File: src/design/sac_pkg.sv
// ----------------------------------------------------------------------------
// sac_pkg: shared types and constants for the set-associative tag cache
// geometry, policy codes, controller states, way and command structs
// ----------------------------------------------------------------------------
package sac_pkg;

    localparam int Sets     = 64;
    localparam int Ways     = 4;
    localparam int SetBits  = (Sets > 1) ? $clog2(Sets) : 1;
    localparam int WayBits  = (Ways > 1) ? $clog2(Ways) : 1;
    localparam int WayOut   = 2;

    // policy codes
    localparam logic [1:0] PolLru  = 2'd0;
    localparam logic [1:0] PolFifo = 2'd1;
    localparam logic [1:0] PolLfu  = 2'd2;

    // register addresses
    localparam logic [2:0] AddrPolicy = 3'd0;
    localparam logic [2:0] AddrOffset = 3'd4;

    // one way of a set as held in the set memory
    typedef struct packed {
        logic        valid;
        logic        dirty;
        logic [31:0] tag;
        logic [31:0] acc_stamp;
        logic [31:0] load_stamp;
        logic [31:0] use_count;
    } t_way;

    typedef enum logic [1:0] {
        S_IDLE,
        S_LOOKUP,
        S_OUT
    } t_state;

    typedef struct packed {
        logic capture;
        logic update;
    } t_cmd;

endpackage

File: src/design/sac_ctrl.sv
// ----------------------------------------------------------------------------
// sac_ctrl: access controller
// sequences capture, set lookup/write-back and result hand-off
// ----------------------------------------------------------------------------
module sac_ctrl (
    input  logic          i_clk,
    input  logic          i_rst_n,
    input  logic          i_in_valid,
    output logic          o_in_ready,
    output logic          o_out_valid,
    input  logic          i_out_ready,
    output sac_pkg::t_cmd o_cmd
);
    import sac_pkg::*;

    t_state r_state, n_state;

    always_ff @(posedge i_clk) begin
        if (!i_rst_n) begin
            r_state <= S_IDLE;
        end else begin
            r_state <= n_state;
        end
    end

    always_comb begin
        n_state     = r_state;
        o_in_ready  = 1'b0;
        o_out_valid = 1'b0;
        o_cmd       = '0;
        case (r_state)
            S_IDLE: begin
                o_in_ready = 1'b1;
                if (i_in_valid) begin
                    o_cmd.capture = 1'b1;
                    n_state = S_LOOKUP;
                end
            end
            S_LOOKUP: begin
                o_cmd.update = 1'b1;
                n_state = S_OUT;
            end
            S_OUT: begin
                o_out_valid = 1'b1;
                o_in_ready  = i_out_ready;
                if (i_out_ready) begin
                    if (i_in_valid) begin
                        o_cmd.capture = 1'b1;
                        n_state = S_LOOKUP;
                    end else begin
                        n_state = S_IDLE;
                    end
                end
            end
            default: n_state = S_IDLE;
        endcase
    end

`ifndef SYNTHESIS
    a_update_then_out: assert property (@(posedge i_clk) disable iff (!i_rst_n)
        o_cmd.update |=> o_out_valid) else $error("lookup not followed by result");
    a_no_capture_in_lookup: assert property (@(posedge i_clk) disable iff (!i_rst_n)
        o_cmd.update |-> !o_cmd.capture) else $error("capture during lookup");
    a_capture_leads_update: assert property (@(posedge i_clk) disable iff (!i_rst_n)
        o_cmd.capture |=> o_cmd.update) else $error("capture without lookup");
`endif

endmodule

File: config.mk
export PLATFORM = sky130hd
export DESIGN_NAME = sac_ctrl
export DESIGN_NICKNAME = d
export VERILOG_FILES = /design/src/design/sac_pkg.sv /design/src/design/sac_ctrl.sv
export SDC_FILE = /design/constraint.sdc
export NUM_CORES = 1
export LEC_CHECK = 0
export ABC_AREA = 1
export BUFFER_PORTS_ARGS = -buffer_cell sky130_fd_sc_hd__buf_2
export CORE_AREA = 10 10 47 49
export DETAILED_ROUTE_END_ITERATION = 8
export DIE_AREA = 0 0 57 59
export GPL_TIMING_DRIVEN = 0
export SYNTH_ARGS = -nofsm -noshare
export SYNTH_HDL_FRONTEND = slang
export SYNTH_SLANG_ARGS = --single-unit
File: constraint.sdc
create_clock -name i_clk -period 0.8 [get_ports i_clk]
set_clock_uncertainty 0.05 [all_clocks]
set_input_delay 0.08 -clock i_clk [delete_from_list [all_inputs] [get_ports i_clk]]
set_output_delay 0.08 -clock i_clk [all_outputs]
set_load 0.03 [all_outputs]
======== After elaboration in Yosys (flattened, before gate mapping) ========
Cells that the tools add are included.
word-level totals
  input bits .............................. 4
  logic and storage cells ................. 17
  flip-flop bits (word level) ............. 2
cells by class
  equality and inequality tests ........... 4
  reduce and logical (&&, ||, !) cells .... 2
  mux-type cells .......................... 10
operators by type and width
  operator            number
  $pmux 2 s3          1
  $mux 1              5
  $mux 2              2
  $ne 2x2->1 const B  2
  $pmux 1 s2          2
  $eq 2x1->1 const B  1
  $eq 2x2->1 const B  1
  $logic_not 2->1     1
  $reduce_and 2->1    1

======== Depth between registers and ports, before layout ========
Gate-level depths: netlist of the first run.
  depth after elaboration ................. 3
  mapped depth ............................ 4
  depth with buffers taken out ............ 4

======== Worst setup path after synthesis of the first run ========
No wires, ideal clock.
  kind .................................... reg2out
  start ................................... reg r_state[1]
  end ..................................... out o_out_valid
  arrival ................................. 0.824 ns
  stages on the path, launching flop included .. 3
  slack ................................... -0.154 ns
  cells stage by stage .................... dfxtp_1 -> inv_1 -> nor2_1
between the ends
  word-level cells in the longest chain between the ends .. 2
RTL lines
  what                      RTL line        RTL
  start: declaration        sac_ctrl.sv:16  t_state r_state, n_state;
  start signal: assignment  sac_ctrl.sv:22  r_state <= n_state;
  $eq 2x2->1                sac_ctrl.sv:31  case (r_state)
  $mux 1                    sac_ctrl.sv:31
  end: declaration          sac_ctrl.sv:10  output logic o_out_valid,
No other way between the ends.

==> results by group, run 1 <==
Pwr
  – VDD IR-drop max: 0.000231 V
  – Clock Power Share: 46.7%
  – Net load switching power: 0.000135 W
  – Design Power: 0.000468 W
  – Switching fraction of total power: 28.8%
  – Lkg Pwr: 0.129 nW
  – Comb pwr share: 27.7%
  – P_int: 0.000333 W
  – Sequential share of power: 25.6%
  – P per Cell Area: 1710 nW/um^2

Layout
  – Biggest regs: r_state x2
  – Nets: 34
  – Commonest non-fill, non-tap cell in the layout: buf_6
  – Max reg flops: 2
  – Biggest register: r_state
  – Layout cells sized above 1: 85.7%
  – ANT cells: 0
  – Area growth, synth to finish: 140%
  – Most frequent cells in the layout: buf_6, nor2_2, clkbuf_4, buf_2

Worst setup path
  – Worst Setup Start Kind: flip-flop
  – Critical path arrival: 0.90 ns
  – Critical path class: reg -> out
  – Critical path capture point type: output port
  – R2R Path Start: r_state[1]
  – Crit-path cells: inv_4, nor2_2, buf_6
  – CP Max Fanout: 4
  – Req. time, crit path: 0.67 ns
  – Crit-path slowest cell: dfxtp_4
  – Worst-case reg-to-reg path depth: 3
  – Slowest stage delay, CP: 0.38 ns
  – Reg-to-reg endpoint: r_state[1]
  – Reg2reg setup slack: -0.04 ns

Floorplanning
  – Initial core utilization: 8.12%
  – DIE HEIGHT: 59 um
  – Die W: 57 um
  – Core area: 1400 sq um
  – Die ar.: 3360 sq um
  – Ports: 8
  – Site Rows: 14

Worst hold path
  – Hold path endpoint: r_state[0]
  – Hold_sp: i_rst_n
  – HP Class: in -> reg
  – Hold Path Cell Cnt: 3

Timing
  – Slew Viols, Final: 0
  – FMAX: 973 MHz
  – Hold WS: 0.0331 ns
  – Slew headroom: 88.5%
  – Fin Setup TNS: -0.932 ns
  – Slack of the critical path: -0.227 ns
  – Final Hold Fails: 0
  – RSZ-0062 raised after global routing: yes
  – Post-route minimum period: 1.03 ns
  – Final setup fails: 5
  – Final Cycle Share: 128%
  – Worst slew pin tran: 0.173 ns

Run status
  – Failing checks: setup timing
  – Outcome: finished with violations

Yosys
  – Syn Area/Cell: 6.70 sq um
  – Cell count after synthesis: 17
  – Flops & latches, synth: 2
  – Post-synth net total: 21
  – Post-synthesis sequential area ratio: 35.2%
  – Netlist Area Pre-Place: 114 sq um
  – Synth warn: 0
  – Synth unique cells: 8

GRT
  – Busiest metal layer after global routing: met4
  – Pin count of the biggest net entering global routing: 6
  – GRT Total Usage: 2.90%
  – Met1 global-route usage: 1.78%
  – Met2 Use GR: 3.10%
  – GR Layer Usage met3: 3.65%
  – Gr ovfl total: 0
  – Vias in the first global route: 157
  – Initial antenna violation count: 0
  – First-pass GRT wire length: 627 um

Drt
  – Total Wirelength: 358 um
  – DRC errors left: 0
  – DRT Pass-1 Iters: 2
  – Wirelength per Cell: 8.14 um
  – Via density per instance: 3.07
  – Vias: 135
  – Detail Route Antenna Nets: 0
  – DR iter-0 viols: 1

Placed design
  – Dpl ws: -0.158 ns
  – Gpl congestion: 0.679
  – Dpl hpwl: 273 um
  – IO buf count: 7

Clock network
  – Later-pin clock latency in the skew report: 0.22 ns
  – CTS tree: yes
  – Clock buffer depth: 2
  – CTS Sinks: 2
  – Clock transition at path regs: 0.03 ns
  – Inserted Clock Buffers: 3
  – Root buffer cell: clkbuf_4
  – H-tree levels: 1

Flow run
  – Max-cap viol count: 0
==> per-layer routing <==
metal | routed length, um | part of all wire (%)
met5 | 0 | 0
met4 | 0 | 0
met3 | 82 | 23
met2 | 153 | 43
met1 | 122 | 34
==> metrics by stage <==
stage / util, % / instance area [sq um] / std cells
2_1_floorplan: - / 131 / 17
3_3_place_gp: 13.3 / 186 / 40
3_5_place_dp: 13.3 / 186 / 40
4_1_cts: 17.4 / 244 / 43
5_1_grt: 19.5 / 273 / 44
6_report: 19.5 / 273 / 44
==> power by group through the flow <==
stage	clock, W	combinational, W	sequential [W]
after floorplan	0	0.0000644	0.000119
after global placement	0	0.0000879	0.000120
after detailed placement	0	0.0000888	0.000120
after CTS	0.000234	0.000112	0.000117
after global routing	0.000238	0.000140	0.000121
final	0.000219	0.000129	0.000120
==> cell type report <==
cell class	instances	area (sq um)
clock buffers	3	22.5
fillers	164	1130
inverters	5	21.3
multi-input cells	9	82.6
flip-flops and latches	2	47.5
well taps	16	20.0
repair buffers	9	78.8
==> critical path: cells and delay by family (launching register included) <==
kind          cells  cell delay, ns
buf+inv           2            0.19
simple gates      1            0.11
flops             1            0.38
==> cells by family after synthesis <==
logic type / count (synthesis) / synth area share [%]
simple gates: 8 / 34.1
buf+inv: 6 / 23.1
flops: 2 / 35.2
compound gates: 1 / 7.69
==> synthesized netlist by cell type (all sizes together) <==
library cell / number / area share (%)
inv: 5 / 16
nor2: 4 / 15
nand2: 3 / 9.9
dfxtp: 2 / 35
a21oi: 1 / 7.7
buf: 1 / 6.6
nand3: 1 / 8.8
==> worst max-delay path by stage <==
stage,from,to,slack (ns),depth (start not counted)
3_3_place_gp,r_state[0],o_cmd[0],-0.15,4
6_report,r_state[0],o_cmd[0],-0.23,3
4_1_cts,r_state[1],o_cmd[1],-0.25,4
3_5_place_dp,r_state[0],o_cmd[0],-0.16,4
5_1_grt,r_state[0],o_cmd[0],-0.28,3
2_1_floorplan,r_state[0],o_cmd[0],-0.004,3
==> timing repair <==
| action | CTS | global route |
|---|---|---|
| endpoints found under the hold margin | 0 | 0 |
| pin swaps | 3 | 3 |
| hold buffers | 0 | 0 |
| setup buffers | 1 | 1 |
| setup endpoints to repair | 4 | 5 |
| gates resized for setup | 13 | 6 |
Note: power is estimated with default switching activity, not from simulation.
==> run 2: changes to the inputs <==
- ABC_AREA: 1 -> default
==> run 2 against run 1 <==
  * The run still ends with setup timing left
  * Sequential share of layout area fell by 2.4 points
  * Wire length rose by 9.2%
  * Maximum frequency fell by 9.3%
  * Critical endpoint unchanged
==> results by group, run 2 <==
Run status
  – Outcome: finished with violations (unchanged)
  – Failing checks: setup timing (unchanged)

Worst hold path
  – HP Class: in -> reg (unchanged)
  – Hold Path Cell Cnt: 2 (was 3)
  – Hold path endpoint: r_state[1] (was r_state[0])
  – Hold_sp: i_rst_n (unchanged)

Pwr
  – Lkg Pwr: 0.132 nW (was 0.129 nW)
  – P per Cell Area: 1700 nW/um^2 (was 1710 nW/um^2)
  – Net load switching power: 0.000137 W (was 0.000135 W)
  – VDD IR-drop max: 0.000389 V (was 0.000231 V)
  – Sequential share of power: 22.4% (was 25.6%)
  – P_int: 0.000371 W (was 0.000333 W)
  – Comb pwr share: 27.3% (was 27.7%)
  – Switching fraction of total power: 26.9% (was 28.8%)
  – Clock Power Share: 50.2% (was 46.7%)

Clock network
  – Hold_buf cts: 0 (unchanged)
  – H-tree levels: 1 (unchanged)
  – CTS Sinks: 2 (unchanged)
  – Later-pin clock latency in the skew report: 0.23 ns (was 0.22 ns)
  – Inserted Clock Buffers: 3 (unchanged)
  – Clock buffer depth: 2 (unchanged)
  – Root buffer cell: clkbuf_4 (unchanged)
  – CTS tree: yes (unchanged)
  – Clock transition at path regs: 0.04 ns (was 0.03 ns)

Floorplanning
  – Initial core utilization: 8.39% (was 8.12%)
  – Core area: 1400 sq um (unchanged)
  – Die W: 57 um (unchanged)
  – Ports: 8 (unchanged)
  – DIE HEIGHT: 59 um (unchanged)
  – Die ar.: 3360 sq um (unchanged)
  – Site Rows: 14 (unchanged)

Worst setup path
  – Req. time, crit path: 0.67 ns (about the same)
  – Critical path class: reg -> out (unchanged)
  – Crit-path cells: and2b_1, buf_6, buf_6 (was inv_4, nor2_2, buf_6)
  – CP Max Fanout: 5 (was 4)
  – Worst Setup Start Kind: flip-flop (unchanged)
  – CP most frequent cell: buf_6
  – Critical path startpoint: r_state[0] (unchanged)
  – Worst-case reg-to-reg path depth: 3 (unchanged)
  – Crit-path slowest cell: dfxtp_4 (unchanged)
  – Slowest stage delay, CP: 0.35 ns (was 0.38 ns)
  – R2R Path Start: r_state[0] (was r_state[1])
  – Critical path arrival: 1.00 ns (was 0.90 ns)
  – Reg2reg setup slack: -0.20 ns (was -0.04 ns)
  – Reg-to-reg endpoint: r_state[1] (unchanged)
  – Critical path capture point type: output port (unchanged)

GRT
  – Pin count of the biggest net entering global routing: 6 (unchanged)
  – Initial antenna violation count: 0 (unchanged)
  – Vias in the first global route: 161 (was 157)
  – Gr ovfl total: 0 (unchanged)
  – First-pass GRT wire length: 690 um (was 627 um)
  – GRT Total Usage: 3.02% (was 2.90%)

Layout
  – Biggest regs: r_state x2 (unchanged)
  – Multi-input logic area: 91.3 sq um (was 82.6 sq um)
  – Nets: 32 (was 34)
  – Most frequent cells in the layout: buf_6, clkbuf_4, buf_2, buf_4, nor2b_4 (was buf_6, nor2_2, clkbuf_4, buf_2)
  – Commonest non-fill, non-tap cell in the layout: buf_6 (unchanged)
  – Final Instance Area: 299 sq um (was 273 sq um)
  – Biggest register: r_state (unchanged)
  – Sequential Area: 45.0 sq um (was 47.5 sq um)
  – ANT cells: 0 (unchanged)
  – Max reg flops: 2 (unchanged)
  – Filler cells: 167 (was 164)
  – Final std cells w/o fill: 43 (was 44)
  – Layout cells sized above 1: 85.2% (was 85.7%)
  – Area growth, synth to finish: 154% (was 140%)

Flow run
  – Max-cap viol count: 0 (unchanged)

Timing
  – Slew Viols, Final: 0 (unchanged)
  – Post-route minimum period: 1.13 ns (was 1.03 ns)
  – FMAX: 883 MHz (was 973 MHz)
  – Slack of the critical path: -0.333 ns (was -0.227 ns)
  – RSZ-0062 raised after global routing: yes (unchanged)
  – Slew headroom: 88.1% (was 88.5%)
  – Final Hold Fails: 0 (unchanged)
  – Final Cycle Share: 142% (was 128%)
  – Final setup fails: 6 (was 5)
  – Worst slew pin tran: 0.176 ns (was 0.173 ns)

Drt
  – Via density per instance: 3.12 (was 3.07)
  – DRT Pass-1 Iters: 3 (was 2)
  – DRC errors left: 0 (unchanged)
  – Detail Route Antenna Nets: 0 (unchanged)
  – Wirelength per Cell: 9.09 um (was 8.14 um)
  – Vias: 134 (was 135)
  – DR iter-0 viols: 2 (was 1)
  – Total Wirelength: 391 um (was 358 um)

Yosys
  – Ys flop type: dfxtp_1 (unchanged)
  – Cell count after synthesis: 11 (was 17)
  – Post-synth EDFFs: 0 (unchanged)
  – Syn Area/Cell: 10.7 sq um (was 6.70 sq um)
  – Synth top area share: 34.0% (was 35.2%)
  – Post-synthesis sequential area ratio: 34.0% (was 35.2%)
  – Netlist Area Pre-Place: 118 sq um (was 114 sq um)
  – Synth unique cells: 9 (was 8)
  – Ys async rst share: 0% (unchanged)
  – Top post-synthesis cells by count: dfxtp_1, nor3b_1 (was inv_1, nand2_1, nor2_1)
  – Leading area contributor after synthesis: dfxtp_1 (unchanged)
  – Top area cells in the synthesized netlist: dfxtp_1, nor4bb_2, nor3b_1 (was dfxtp_1, inv_1, nand2_1)
  – Post-synth net total: 15 (was 21)
  – Flops & latches, synth: 2 (unchanged)
  – Synth warn: 0 (unchanged)

Placed design
  – IO buf count: 7 (unchanged)
  – Post-DP Area: 196 sq um (was 186 sq um)
  – Dpl hpwl: 286 um (was 273 um)
  – Gpl congestion: 0.634 (was 0.679)
  – Dpl ws: -0.160 ns (was -0.158 ns)
  – # placed instances: 34 (was 40)
run 2: changes by cell type in the layout (fill, tap and decap cells not counted), moves of 2 or more:
cell     previous run  this run
buf_6               5         7
inv_1               2         0
nand2_1             2         0
inv_2               2         0
nor2_2              3         1
buf_4               1         3
nor2b_4             0         2
run 2: cell families after synthesis:
logic type,after synthesis,share of synthesized area (%)
AO/OA/AOI/OAI,1,6.39
buffers and inverters,1,6.39
flip-flops,2,34.0
AND/OR/NAND/NOR,7,53.2
run 2: metal layers:
metal / track usage (%) / part of all wire [%] / up-vias
li1: - / - / 68
met1: 2.84 / 44 / 54
met2: 2.48 / 31 / 10
met3: 3.22 / 20 / 2
met4: 5.03 / 4.3 / 0
met5: 0 / 0 / -
run 2: area by class of cell:
class,count,area share (%)
buffer,1,3.77
sequential,2,15.1
timing repair buffer,12,35.1
tap,16,6.69
multi-input combinational,8,30.5
clock buffer,4,8.79
run 2: worst max-delay path by stage:
stage	endpoint	depth (start not counted)	slack, ns
floorplan	o_cmd[1]	2	-0.10
global placement	o_cmd[0]	3	-0.16
global route	o_cmd[0]	3	-0.38
CTS	o_cmd[0]	3	-0.34
detailed placement	o_cmd[0]	3	-0.16
finish	o_cmd[0]	3	-0.33
run 2: what timing repair did:
action	4_1_cts	5_1_grt
setup buffers	5	1
pin swaps	1	2
endpoints found under the setup margin	6	6
resized for setup	10	2
run 2: power groups by stage:
stage | Combinational, W | Sequential [W] | Clock [W]
detailed placement | 0.0000933 | 0.000116 | 0
global route | 0.000148 | 0.000116 | 0.000288
CTS | 0.000137 | 0.000113 | 0.000269
finish | 0.000139 | 0.000114 | 0.000255
floorplan | 0.0000667 | 0.000115 | 0
global placement | 0.0000926 | 0.000116 | 0
run 2: metrics by stage:
step,utilization [%],hold slack (ns),TNS (ns),power (W)
6_report,21.3,0.0206,-1.56,0.000508
4_1_cts,20.8,0.0168,-1.59,0.000519
3_5_place_dp,14.0,0.251,-0.524,0.000209
3_3_place_gp,14.0,0.246,-0.473,0.000208
5_1_grt,21.3,0.0360,-1.87,0.000552
2_1_floorplan,-,0.148,-0.174,0.000181
run 2: critical path, delay by kind of cell (launching register included):
kind,cells,cell delay (ns)
DFF,1,0.35
and+or+nand+nor,1,0.17
buffers and inverters,2,0.23
